### config.mk
export PLATFORM = sky130hd
export DESIGN_NAME = bfha_engine
export DESIGN_NICKNAME = d
export VERILOG_FILES = /design/src/design/best_fit_heap_allocator_unit_macros.svh /design/src/design/bfha_pkg.sv /design/src/design/bfha_engine.sv
export SDC_FILE = /design/constraint.sdc
export NUM_CORES = 1
export LEC_CHECK = 0
export ABC_AREA = 1
export BUFFER_PORTS_ARGS = -buffer_cell sky130_fd_sc_hd__buf_2
export CORE_ASPECT_RATIO = 0.6
export CORE_MARGIN = 2
export CORE_UTILIZATION = 40
export DETAILED_ROUTE_END_ITERATION = 10
export SYNTH_ARGS = -nofsm -noshare
export SYNTH_HDL_FRONTEND = slang
export SYNTH_SLANG_ARGS = --single-unit
### constraint.sdc
create_clock -name i_clk -period 14.25 [get_ports i_clk]
set_clock_uncertainty 0.05 [all_clocks]
set_input_delay 1.425 -clock i_clk [delete_from_list [all_inputs] [get_ports i_clk]]
set_output_delay 1.425 -clock i_clk [all_outputs]
set_load 0.005 [all_outputs]
### src/design/best_fit_heap_allocator_unit_macros.svh
// ----------------------------------------------------------------------------
// Best-fit heap allocator assertion macros
// Shared property wrappers clocked on i_clk, disabled during reset.
// ----------------------------------------------------------------------------
`ifndef BEST_FIT_HEAP_ALLOCATOR_UNIT_MACROS_SVH
`define BEST_FIT_HEAP_ALLOCATOR_UNIT_MACROS_SVH

// same-cycle implication
`define BFHA_ASSERT_IMP(lbl, ante, cons, msg) \
    lbl: assert property (@(posedge i_clk) disable iff (!i_rst_n) (ante) |-> (cons)) \
        else $error(msg);

// next-cycle implication
`define BFHA_ASSERT_NXT(lbl, ante, cons, msg) \
    lbl: assert property (@(posedge i_clk) disable iff (!i_rst_n) (ante) |=> (cons)) \
        else $error(msg);

`endif

### src/design/bfha_pkg.sv
// ----------------------------------------------------------------------------
// Best-fit heap allocator package
// Request and response types, status and operation codes, default sizes.
// ----------------------------------------------------------------------------
`default_nettype none

package bfha_pkg;

    localparam int HEAP_BYTES_DEF   = 65536;
    localparam int ALIGN_BYTES_DEF  = 8;
    localparam int HEADER_BYTES_DEF = 16;

    localparam logic [1:0] OP_ALLOC   = 2'd0;
    localparam logic [1:0] OP_FREE    = 2'd1;
    localparam logic [1:0] OP_REALLOC = 2'd2;

    localparam logic [1:0] ST_OK    = 2'd0;
    localparam logic [1:0] ST_NOFIT = 2'd1;
    localparam logic [1:0] ST_BAD   = 2'd2;

    localparam logic [16:0] BYTES_MAX  = 17'h1FFFF;
    localparam logic [13:0] BLOCKS_MAX = 14'h3FFF;

    typedef struct packed {
        logic [1:0]  op;
        logic [16:0] req_size;
        logic [15:0] block_addr;
    } t_req;

    typedef struct packed {
        logic [15:0] result_addr;
        logic [1:0]  status;
        logic        moved;
        logic [16:0] bytes_in_use;
        logic [13:0] blocks_in_use;
    } t_rsp;

endpackage

`default_nettype wire

### src/design/bfha_engine.sv
// ----------------------------------------------------------------------------
// Allocator sequencer
// Walks the block chain in the header store, commits splits and merges,
// keeps the byte and block totals.
// ----------------------------------------------------------------------------
`default_nettype none

module bfha_engine #(
    parameter int HEAP_BYTES   = bfha_pkg::HEAP_BYTES_DEF,
    parameter int ALIGN_BYTES  = bfha_pkg::ALIGN_BYTES_DEF,
    parameter int HEADER_BYTES = bfha_pkg::HEADER_BYTES_DEF,
    localparam int AW = $clog2(HEAP_BYTES / ALIGN_BYTES),
    localparam int SW = $clog2(HEAP_BYTES),
    localparam int DW = SW + 1
) (
    input  wire logic            i_clk,
    input  wire logic            i_rst_n,
    input  wire logic            i_in_valid,
    input  wire bfha_pkg::t_req  i_in_data,
    output logic                 o_in_ready,
    output logic                 o_res_valid,
    input  wire logic            i_res_take,
    output bfha_pkg::t_rsp       o_res,
    output logic                 o_wr_en,
    output logic [AW-1:0]        o_wr_addr,
    output logic [DW-1:0]        o_wr_data,
    output logic [AW-1:0]        o_rd_addr,
    input  wire logic [DW-1:0]   i_rd_data
);

    localparam int CW  = ((SW > 18) ? SW : 18) + 1;
    localparam int ALB = $clog2(ALIGN_BYTES);

    localparam logic [CW-1:0] C_HEAP = CW'(HEAP_BYTES);
    localparam logic [CW-1:0] C_HDR  = CW'(HEADER_BYTES);
    localparam logic [CW-1:0] C_MT   = CW'(HEADER_BYTES + ALIGN_BYTES);
    localparam logic [CW-1:0] C_AM1  = CW'(ALIGN_BYTES - 1);
    localparam logic [CW-1:0] C_INIT = CW'(HEAP_BYTES - HEADER_BYTES);

    localparam logic [3:0] S_INIT    = 4'd0;
    localparam logic [3:0] S_IDLE    = 4'd1;
    localparam logic [3:0] S_AWALK   = 4'd2;
    localparam logic [3:0] S_ACOMMIT = 4'd3;
    localparam logic [3:0] S_FWALK   = 4'd4;
    localparam logic [3:0] S_FNEXT   = 4'd5;
    localparam logic [3:0] S_DECIDE  = 4'd6;
    localparam logic [3:0] S_TAIL    = 4'd7;
    localparam logic [3:0] S_DONE    = 4'd8;

    logic [3:0]    r_state, n_state;
    logic          r_rel, n_rel;
    logic          r_move, n_move;
    logic [CW-1:0] r_size, n_size;
    logic [15:0]   r_pv, n_pv;
    logic [AW-1:0] r_tgt, n_tgt;
    logic [AW-1:0] r_cur, n_cur;
    logic          r_found, n_found;
    logic [AW-1:0] r_best, n_best;
    logic [SW-1:0] r_best_size, n_best_size;
    logic [CW-1:0] r_best_rem, n_best_rem;
    logic          r_prv_v, n_prv_v;
    logic          r_prv_free, n_prv_free;
    logic [AW-1:0] r_prv, n_prv;
    logic [SW-1:0] r_prv_size, n_prv_size;
    logic [SW-1:0] r_csize, n_csize;
    logic          r_nxt_v, n_nxt_v;
    logic          r_nxt_free, n_nxt_free;
    logic [SW-1:0] r_nxt_size, n_nxt_size;
    logic [15:0]   r_alloc_addr, n_alloc_addr;
    logic [AW-1:0] r_t_addr, n_t_addr;
    logic [DW-1:0] r_t_data, n_t_data;
    logic          r_tail_alloc, n_tail_alloc;
    logic [15:0]   r_addr, n_addr;
    logic [1:0]    r_status, n_status;
    logic          r_moved, n_moved;
    logic [16:0]   r_bytes, n_bytes;
    logic [13:0]   r_blocks, n_blocks;

    logic          c_add, c_sub, c_inc, c_dec;
    logic [CW-1:0] c_val;

    logic          w_free, w_last, w_fit, w_better;
    logic [SW-1:0] w_sz;
    logic [CW-1:0] w_cur_b, w_end_b, w_rem, w_best_b, w_btail_b, w_ctail_b;
    logic [AW-1:0] w_nxt;
    logic [CW-1:0] w_rs, w_pv, w_off;
    logic          w_pv_bad;
    logic          w_split, w_nf, w_pf;
    logic [CW-1:0] w_final, w_s1, w_s2, w_old, w_diff, w_merged, w_rest, w_t1, w_t2;
    logic [CW-1:0] w_sum;

    assign w_free    = i_rd_data[SW];
    assign w_sz      = i_rd_data[SW-1:0];
    assign w_cur_b   = CW'({r_cur, {ALB{1'b0}}});
    assign w_end_b   = w_cur_b + C_HDR + CW'(w_sz);
    assign w_last    = (w_end_b >= C_HEAP);
    assign w_nxt     = AW'(w_end_b >> ALB);
    assign w_fit     = w_free && (CW'(w_sz) >= r_size);
    assign w_rem     = CW'(w_sz) - r_size;
    assign w_better  = w_fit && (!r_found || (w_rem < r_best_rem));
    assign w_best_b  = CW'({r_best, {ALB{1'b0}}});
    assign w_btail_b = w_best_b + C_HDR + r_size;
    assign w_ctail_b = w_cur_b + C_HDR + r_size;

    assign w_rs     = (CW'(i_in_data.req_size) + C_AM1) & ~C_AM1;
    assign w_pv     = CW'(i_in_data.block_addr);
    assign w_off    = w_pv - C_HDR;
    assign w_pv_bad = (w_pv < C_HDR) || (w_pv >= C_HEAP) || (w_off[ALB-1:0] != '0);

    assign w_split  = (r_best_rem >= C_MT);
    assign w_final  = w_split ? r_size : CW'(r_best_size);
    assign w_nf     = r_nxt_v && r_nxt_free;
    assign w_pf     = r_prv_v && r_prv_free;
    assign w_s1     = CW'(r_csize) + (w_nf ? (C_HDR + CW'(r_nxt_size)) : '0);
    assign w_s2     = w_pf ? (CW'(r_prv_size) + C_HDR + w_s1) : w_s1;
    assign w_old    = CW'(r_csize);
    assign w_diff   = w_old - r_size;
    assign w_merged = w_old + C_HDR + CW'(r_nxt_size);
    assign w_rest   = w_merged - r_size;
    assign w_t1     = w_nf ? (w_diff + CW'(r_nxt_size)) : (w_diff - C_HDR);
    assign w_t2     = w_rest - C_HDR;

    assign o_in_ready  = (r_state == S_IDLE);
    assign o_res_valid = (r_state == S_DONE);
    assign o_res       = '{result_addr: r_addr, status: r_status, moved: r_moved,
                           bytes_in_use: r_bytes, blocks_in_use: r_blocks};

    always_comb begin
        n_state      = r_state;
        n_rel        = r_rel;
        n_move       = r_move;
        n_size       = r_size;
        n_pv         = r_pv;
        n_tgt        = r_tgt;
        n_cur        = r_cur;
        n_found      = r_found;
        n_best       = r_best;
        n_best_size  = r_best_size;
        n_best_rem   = r_best_rem;
        n_prv_v      = r_prv_v;
        n_prv_free   = r_prv_free;
        n_prv        = r_prv;
        n_prv_size   = r_prv_size;
        n_csize      = r_csize;
        n_nxt_v      = r_nxt_v;
        n_nxt_free   = r_nxt_free;
        n_nxt_size   = r_nxt_size;
        n_alloc_addr = r_alloc_addr;
        n_t_addr     = r_t_addr;
        n_t_data     = r_t_data;
        n_tail_alloc = r_tail_alloc;
        n_addr       = r_addr;
        n_status     = r_status;
        n_moved      = r_moved;
        o_wr_en      = 1'b0;
        o_wr_addr    = r_cur;
        o_wr_data    = '0;
        o_rd_addr    = '0;
        c_add        = 1'b0;
        c_sub        = 1'b0;
        c_inc        = 1'b0;
        c_dec        = 1'b0;
        c_val        = '0;

        case (r_state)
            S_INIT: begin
                o_wr_en   = 1'b1;
                o_wr_addr = '0;
                o_wr_data = {1'b1, C_INIT[SW-1:0]};
                n_state   = S_IDLE;
            end
            S_IDLE: begin
                if (i_in_valid) begin
                    n_rel    = (i_in_data.op == bfha_pkg::OP_FREE) ||
                               (i_in_data.req_size == '0);
                    n_move   = 1'b0;
                    n_size   = w_rs;
                    n_pv     = i_in_data.block_addr;
                    n_tgt    = AW'(w_off >> ALB);
                    n_cur    = '0;
                    n_found  = 1'b0;
                    n_prv_v  = 1'b0;
                    n_addr   = '0;
                    n_moved  = 1'b0;
                    n_status = bfha_pkg::ST_OK;
                    case (i_in_data.op)
                        bfha_pkg::OP_ALLOC: begin
                            if (i_in_data.req_size == '0) begin
                                n_status = bfha_pkg::ST_BAD;
                                n_state  = S_DONE;
                            end else begin
                                n_state = S_AWALK;
                            end
                        end
                        bfha_pkg::OP_FREE: begin
                            if (i_in_data.block_addr == '0) begin
                                n_state = S_DONE;
                            end else if (w_pv_bad) begin
                                n_status = bfha_pkg::ST_BAD;
                                n_state  = S_DONE;
                            end else begin
                                n_state = S_FWALK;
                            end
                        end
                        bfha_pkg::OP_REALLOC: begin
                            if (i_in_data.block_addr == '0) begin
                                if (i_in_data.req_size == '0) begin
                                    n_status = bfha_pkg::ST_BAD;
                                    n_state  = S_DONE;
                                end else begin
                                    n_state = S_AWALK;
                                end
                            end else if (w_pv_bad) begin
                                n_status = bfha_pkg::ST_BAD;
                                n_state  = S_DONE;
                            end else begin
                                n_state = S_FWALK;
                            end
                        end
                        default: begin
                            n_status = bfha_pkg::ST_BAD;
                            n_state  = S_DONE;
                        end
                    endcase
                end
            end
            S_AWALK: begin
                if (w_better) begin
                    n_found     = 1'b1;
                    n_best      = r_cur;
                    n_best_size = w_sz;
                    n_best_rem  = w_rem;
                end
                if ((w_better && (w_rem == '0)) || w_last) begin
                    if (r_found || w_better) begin
                        n_state = S_ACOMMIT;
                    end else begin
                        n_status = bfha_pkg::ST_NOFIT;
                        n_addr   = '0;
                        n_moved  = 1'b0;
                        n_state  = S_DONE;
                    end
                end else begin
                    n_cur     = w_nxt;
                    o_rd_addr = w_nxt;
                end
            end
            S_ACOMMIT: begin
                o_wr_en      = 1'b1;
                o_wr_addr    = r_best;
                o_wr_data    = {1'b0, w_final[SW-1:0]};
                c_add        = 1'b1;
                c_val        = w_final;
                c_inc        = 1'b1;
                n_alloc_addr = 16'(w_best_b + C_HDR);
                n_t_addr     = AW'(w_btail_b >> ALB);
                n_t_data     = {1'b1, SW'(r_best_rem - C_HDR)};
                n_tail_alloc = 1'b1;
                if (w_split) begin
                    n_state = S_TAIL;
                end else if (r_move) begin
                    n_cur   = '0;
                    n_prv_v = 1'b0;
                    n_state = S_FWALK;
                end else begin
                    n_addr   = 16'(w_best_b + C_HDR);
                    n_status = bfha_pkg::ST_OK;
                    n_state  = S_DONE;
                end
            end
            S_FWALK: begin
                if (r_cur == r_tgt) begin
                    if (w_free) begin
                        n_status = bfha_pkg::ST_BAD;
                        n_state  = S_DONE;
                    end else begin
                        n_csize = w_sz;
                        if (w_last) begin
                            n_nxt_v = 1'b0;
                            n_state = S_DECIDE;
                        end else begin
                            n_nxt_v   = 1'b1;
                            o_rd_addr = w_nxt;
                            n_state   = S_FNEXT;
                        end
                    end
                end else if ((r_cur > r_tgt) || w_last) begin
                    n_status = bfha_pkg::ST_BAD;
                    n_state  = S_DONE;
                end else begin
                    n_prv_v    = 1'b1;
                    n_prv      = r_cur;
                    n_prv_free = w_free;
                    n_prv_size = w_sz;
                    n_cur      = w_nxt;
                    o_rd_addr  = w_nxt;
                end
            end
            S_FNEXT: begin
                n_nxt_free = w_free;
                n_nxt_size = w_sz;
                n_state    = S_DECIDE;
            end
            S_DECIDE: begin
                n_tail_alloc = 1'b0;
                n_t_addr     = AW'(w_ctail_b >> ALB);
                if (r_move || r_rel) begin
                    o_wr_en   = 1'b1;
                    o_wr_addr = w_pf ? r_prv : r_cur;
                    o_wr_data = {1'b1, w_s2[SW-1:0]};
                    c_sub     = 1'b1;
                    c_val     = w_old;
                    c_dec     = 1'b1;
                    n_addr    = r_move ? r_alloc_addr : 16'd0;
                    n_moved   = r_move;
                    n_status  = bfha_pkg::ST_OK;
                    n_state   = S_DONE;
                end else if (r_size <= w_old) begin
                    n_addr   = r_pv;
                    n_status = bfha_pkg::ST_OK;
                    if (w_diff >= C_MT) begin
                        o_wr_en   = 1'b1;
                        o_wr_data = {1'b0, r_size[SW-1:0]};
                        n_t_data  = {1'b1, w_t1[SW-1:0]};
                        c_sub     = 1'b1;
                        c_val     = w_diff;
                        n_state   = S_TAIL;
                    end else begin
                        n_state = S_DONE;
                    end
                end else if (w_nf && (w_merged >= r_size)) begin
                    n_addr   = r_pv;
                    n_status = bfha_pkg::ST_OK;
                    o_wr_en  = 1'b1;
                    c_add    = 1'b1;
                    if (w_rest >= C_MT) begin
                        o_wr_data = {1'b0, r_size[SW-1:0]};
                        n_t_data  = {1'b1, w_t2[SW-1:0]};
                        c_val     = r_size - w_old;
                        n_state   = S_TAIL;
                    end else begin
                        o_wr_data = {1'b0, w_merged[SW-1:0]};
                        c_val     = w_merged - w_old;
                        n_state   = S_DONE;
                    end
                end else begin
                    n_move  = 1'b1;
                    n_found = 1'b0;
                    n_cur   = '0;
                    n_state = S_AWALK;
                end
            end
            S_TAIL: begin
                o_wr_en   = 1'b1;
                o_wr_addr = r_t_addr;
                o_wr_data = r_t_data;
                if (r_tail_alloc && r_move) begin
                    n_cur   = '0;
                    n_prv_v = 1'b0;
                    n_state = S_FWALK;
                end else begin
                    if (r_tail_alloc) begin
                        n_addr   = r_alloc_addr;
                        n_status = bfha_pkg::ST_OK;
                    end
                    n_state = S_DONE;
                end
            end
            S_DONE: begin
                if (i_res_take) begin
                    n_state = S_IDLE;
                end
            end
            default: begin
                n_state = S_IDLE;
            end
        endcase

        w_sum    = CW'(r_bytes) + c_val;
        n_bytes  = r_bytes;
        n_blocks = r_blocks;
        if (c_add) begin
            n_bytes = (w_sum > CW'(bfha_pkg::BYTES_MAX)) ? bfha_pkg::BYTES_MAX : w_sum[16:0];
        end else if (c_sub) begin
            n_bytes = (CW'(r_bytes) >= c_val) ? 17'(CW'(r_bytes) - c_val) : 17'd0;
        end
        if (c_inc && (r_blocks != bfha_pkg::BLOCKS_MAX)) begin
            n_blocks = r_blocks + 14'd1;
        end else if (c_dec && (r_blocks != '0)) begin
            n_blocks = r_blocks - 14'd1;
        end
    end

    always_ff @(posedge i_clk) begin
        if (!i_rst_n) begin
            r_state  <= S_INIT;
            r_bytes  <= '0;
            r_blocks <= '0;
            r_move   <= 1'b0;
            r_found  <= 1'b0;
        end else begin
            r_state  <= n_state;
            r_bytes  <= n_bytes;
            r_blocks <= n_blocks;
            r_move   <= n_move;
            r_found  <= n_found;
        end
    end

    always_ff @(posedge i_clk) begin
        r_rel        <= n_rel;
        r_size       <= n_size;
        r_pv         <= n_pv;
        r_tgt        <= n_tgt;
        r_cur        <= n_cur;
        r_best       <= n_best;
        r_best_size  <= n_best_size;
        r_best_rem   <= n_best_rem;
        r_prv_v      <= n_prv_v;
        r_prv_free   <= n_prv_free;
        r_prv        <= n_prv;
        r_prv_size   <= n_prv_size;
        r_csize      <= n_csize;
        r_nxt_v      <= n_nxt_v;
        r_nxt_free   <= n_nxt_free;
        r_nxt_size   <= n_nxt_size;
        r_alloc_addr <= n_alloc_addr;
        r_t_addr     <= n_t_addr;
        r_t_data     <= n_t_data;
        r_tail_alloc <= n_tail_alloc;
        r_addr       <= n_addr;
        r_status     <= n_status;
        r_moved      <= n_moved;
    end

endmodule

`default_nettype wire
==> impl_metrics.json <==
{
  "tns_ps": 0,
  "critPathMaxFanout": 15,
  "area_delta_synth_final_pct": 11.03,
  "gp_congestion": 1.083,
  "ys_seq_area_share_pct": 30.48,
  "fin_util_pct": 45.26,
  "synth_warnings": 0,
  "ff_latch_area_um2": 7617,
  "coreArea_um2": 61310,
  "post_cts_buffers": 0,
  "ios": 152,
  "timing.final.crit_share_pct": 61.27,
  "drive_gt1_share_pct": 9.839,
  "holdBufCountCts": 0,
  "fmax_mhz": 114.5,
  "drc": 0,
  "via_per_inst": 5.792,
  "dp_hpwl_um": 88320,
  "synth_area_leader_cell": "edfxtp_1",
  "die_w_um": 326.7,
  "critical_path.max_stage_delay_ps": 570,
  "path_class": "register to primary output",
  "ys_seq_elements": 266,
  "avgSynthCellArea_um2": 7.543,
  "clock_path_buffers": 3,
  "cp_slowest_cell": "edfxtp_1",
  "htreeDepth": 1,
  "layout.nets": 3791,
  "drt_wl_total_um": 109200,
  "worstMarginPinSlew_ps": 1363,
  "yosysTopAreaCellShare_pct": 27.52,
  "grt_first_pass_wirelength_um": 156000,
  "peakVddDrop_mv": 0.09649,
  "first_iter_violations": 3446,
  "netlist_area_um2": 24990,
  "slew_viol_final": 0,
  "die_area_um2": 64560,
  "syn-instance-count": 3313,
  "fillers": 6333,
  "multi_input_area_um2": 15220,
  "grtUsageTotal_pct": 33.02,
  "die_y_um": 197.6,
  "finalSetupViolations": 0,
  "final_hold_viol_count": 0,
  "drv_cap": 0,
  "final_area_um2": 27750,
  "maxSlewHeadroom_pct": 8.457,
  "rsz0062_at_grt": "no",
  "synth.area.top_cells": "edfxtp_1 (28%), ha_1 (14%), nand2_1 (8.7%)",
  "yosys-top-cells-count": "nand2_1 (580), inv_1 (484), a21oi_1 (311)",
  "power_leakage_uw": 0.01297,
  "clock-sinks": 266,
  "grt_overflow": 0,
  "wl_per_cell_um": 25.36,
  "endpoint_kind": "primary output",
  "synth_most_common_cell": "nand2_1",
  "crit_path_frequent_cell": "inv_1",
  "clockRootBuffer": "clkbuf_16",
  "cts_buffers": 30,
  "cts_tree": "built",
  "antenna_found_initial": 6,
  "placed_area_um2": 26760,
  "antenna_left": 0,
  "synth_fp_nets": 3652,
  "synth_top_flop_cell": "edfxtp_1",
  "grt_start_max_net_pins": 47,
  "period_needed_ps": 8731,
  "rows": 70,
  "ys_async_sr_fraction_pct": 0,
  "clk_latency_ps": 650,
  "p_per_area_nw_per_um2": 128.2,
  "drtPass1Iterations": 6,
  "clkTransAtPathRegs_ps": 80,
  "hold_path.class": "register to register",
  "synth.distinct_cells": 71,
  "critPathArrivalTime_ps": 7260,
  "cp.required_ps": 12770,
  "run_status": "complete, no violations",
  "synth_edf_count": 229,
  "start_util_pct": 40.76,
  "io_buffers": 151,
  "vias": 24942,
  "start_kind": "register",
  "postCtsResizedCells": 0,
  "first_global_vias": 22298
}
path summary, 6_finish.rpt:
| check | from | to | slack [ps] | depth (start not counted) |
|---|---|---|---|---|
| max | r_csize[1]$_DFFE_PP_ | o_wr_data[14] | 5520 | 30 |
| min | r_best[0]$_DFFE_PP_ | r_alloc_addr[3]$_DFFE_PP_ | 450 | 0 |
| max reg2reg | r_csize[1]$_DFFE_PP_ | r_bytes[10]$_SDFFE_PN0P_ | 5550 | 49 |
| min reg2reg | r_best[0]$_DFFE_PP_ | r_alloc_addr[3]$_DFFE_PP_ | 450 | 0 |
critical path, delay by kind of cell (launching register included):
family          cells  cell delay [ps]
simple gates       11             1720
buf+inv             9             1270
compound gates      5             1320
xor+xnor            1              420
flops               1              570
fa+ha+maj           4             1250
metal layers:
layer	vias up	track usage, %	wire, µm
li1	11616	-	-
met1	11737	52.14	52550
met2	1460	40.62	38300
met3	125	13.71	16470
met4	4	4.604	1684
met5	-	1.949	184
power breakdown:
part / switching (µW) / internal [µW] / total (µW)
Combinational: 1160 / 511 / 1670
Sequential: 94.6 / 976 / 1070
Clock: 383 / 429 / 812
metrics by stage:
step,setup slack [ps],power [µW],hold WS [ps],cells
2_1_floorplan,7719,2058,400.7,3313
3_3_place_gp,5831,2701,426.1,4248
5_1_grt,5013,3731,468.0,4304
4_1_cts,5831,3495,435.7,4304
3_5_place_dp,5907,2683,420.0,4248
6_report,5519,3557,452.9,4306
cell families (layout without fill, tap and decap cells):
family	count (synthesis)	count (layout)	share of synthesized area [%]
adder cells (fa/ha/maj)	283	283	14.53
AND/OR/NAND/NOR	1273	1273	22.80
flip-flops	266	266	30.48
multiplexers	3	3	0.1202
other	0	2	0
XOR/XNOR	183	183	6.473
AO/OA/AOI/OAI	728	728	16.70
buffers and inverters	577	740	8.902
cells in the final DEF, fill, tap and decap left out, types with 13 or more instances in the layout:
cell,synthesis,routed
nand2_1,580,580
inv_1,484,484
a21oi_1,311,311
ha_1,271,271
nor2_1,270,264
edfxtp_1,229,229
o21ai_0,215,214
nand3_1,170,170
buf_2,9,151
xor2_1,143,143
nor3_1,74,72
nand4_1,55,55
xnor2_1,38,38
dfxtp_1,37,37
buf_4,6,33
o21bai_1,30,30
clkbuf_16,0,30
nor4_1,29,28
o211ai_1,25,25
a31oi_1,23,22
nand2_2,21,21
o2111ai_1,15,15
o22ai_1,15,15
nor3_2,11,13
flip-flops by register name (all words and copies together) (netlist names), 2 cells and up:
register and count:
r_bytes 17, r_t_addr 13, r_nxt_size 16, r_tgt 12
r_best_rem 16, r_state 4, r_prv 13, r_size 15
r_blocks 14, r_cur 13, r_prv_size 16, r_alloc_addr 13
r_addr 16, r_csize 16, r_t_data 16, r_status 2
r_best 13, r_pv 16, r_best_size 16
area by class of cell:
cell class                      instances  share of cell area (%)
Antenna cell                            2                 0.01804
Clock buffer                           32                   2.733
Clock inverter                         24                  0.8117
Inverter                              500                   6.768
Multi-Input combinational cell       2470                   54.87
Sequential cell                       266                   27.45
Tap cell                              828                   3.734
Timing Repair Buffer                  184                   3.616
Note: power is estimated with default switching activity, not from simulation.
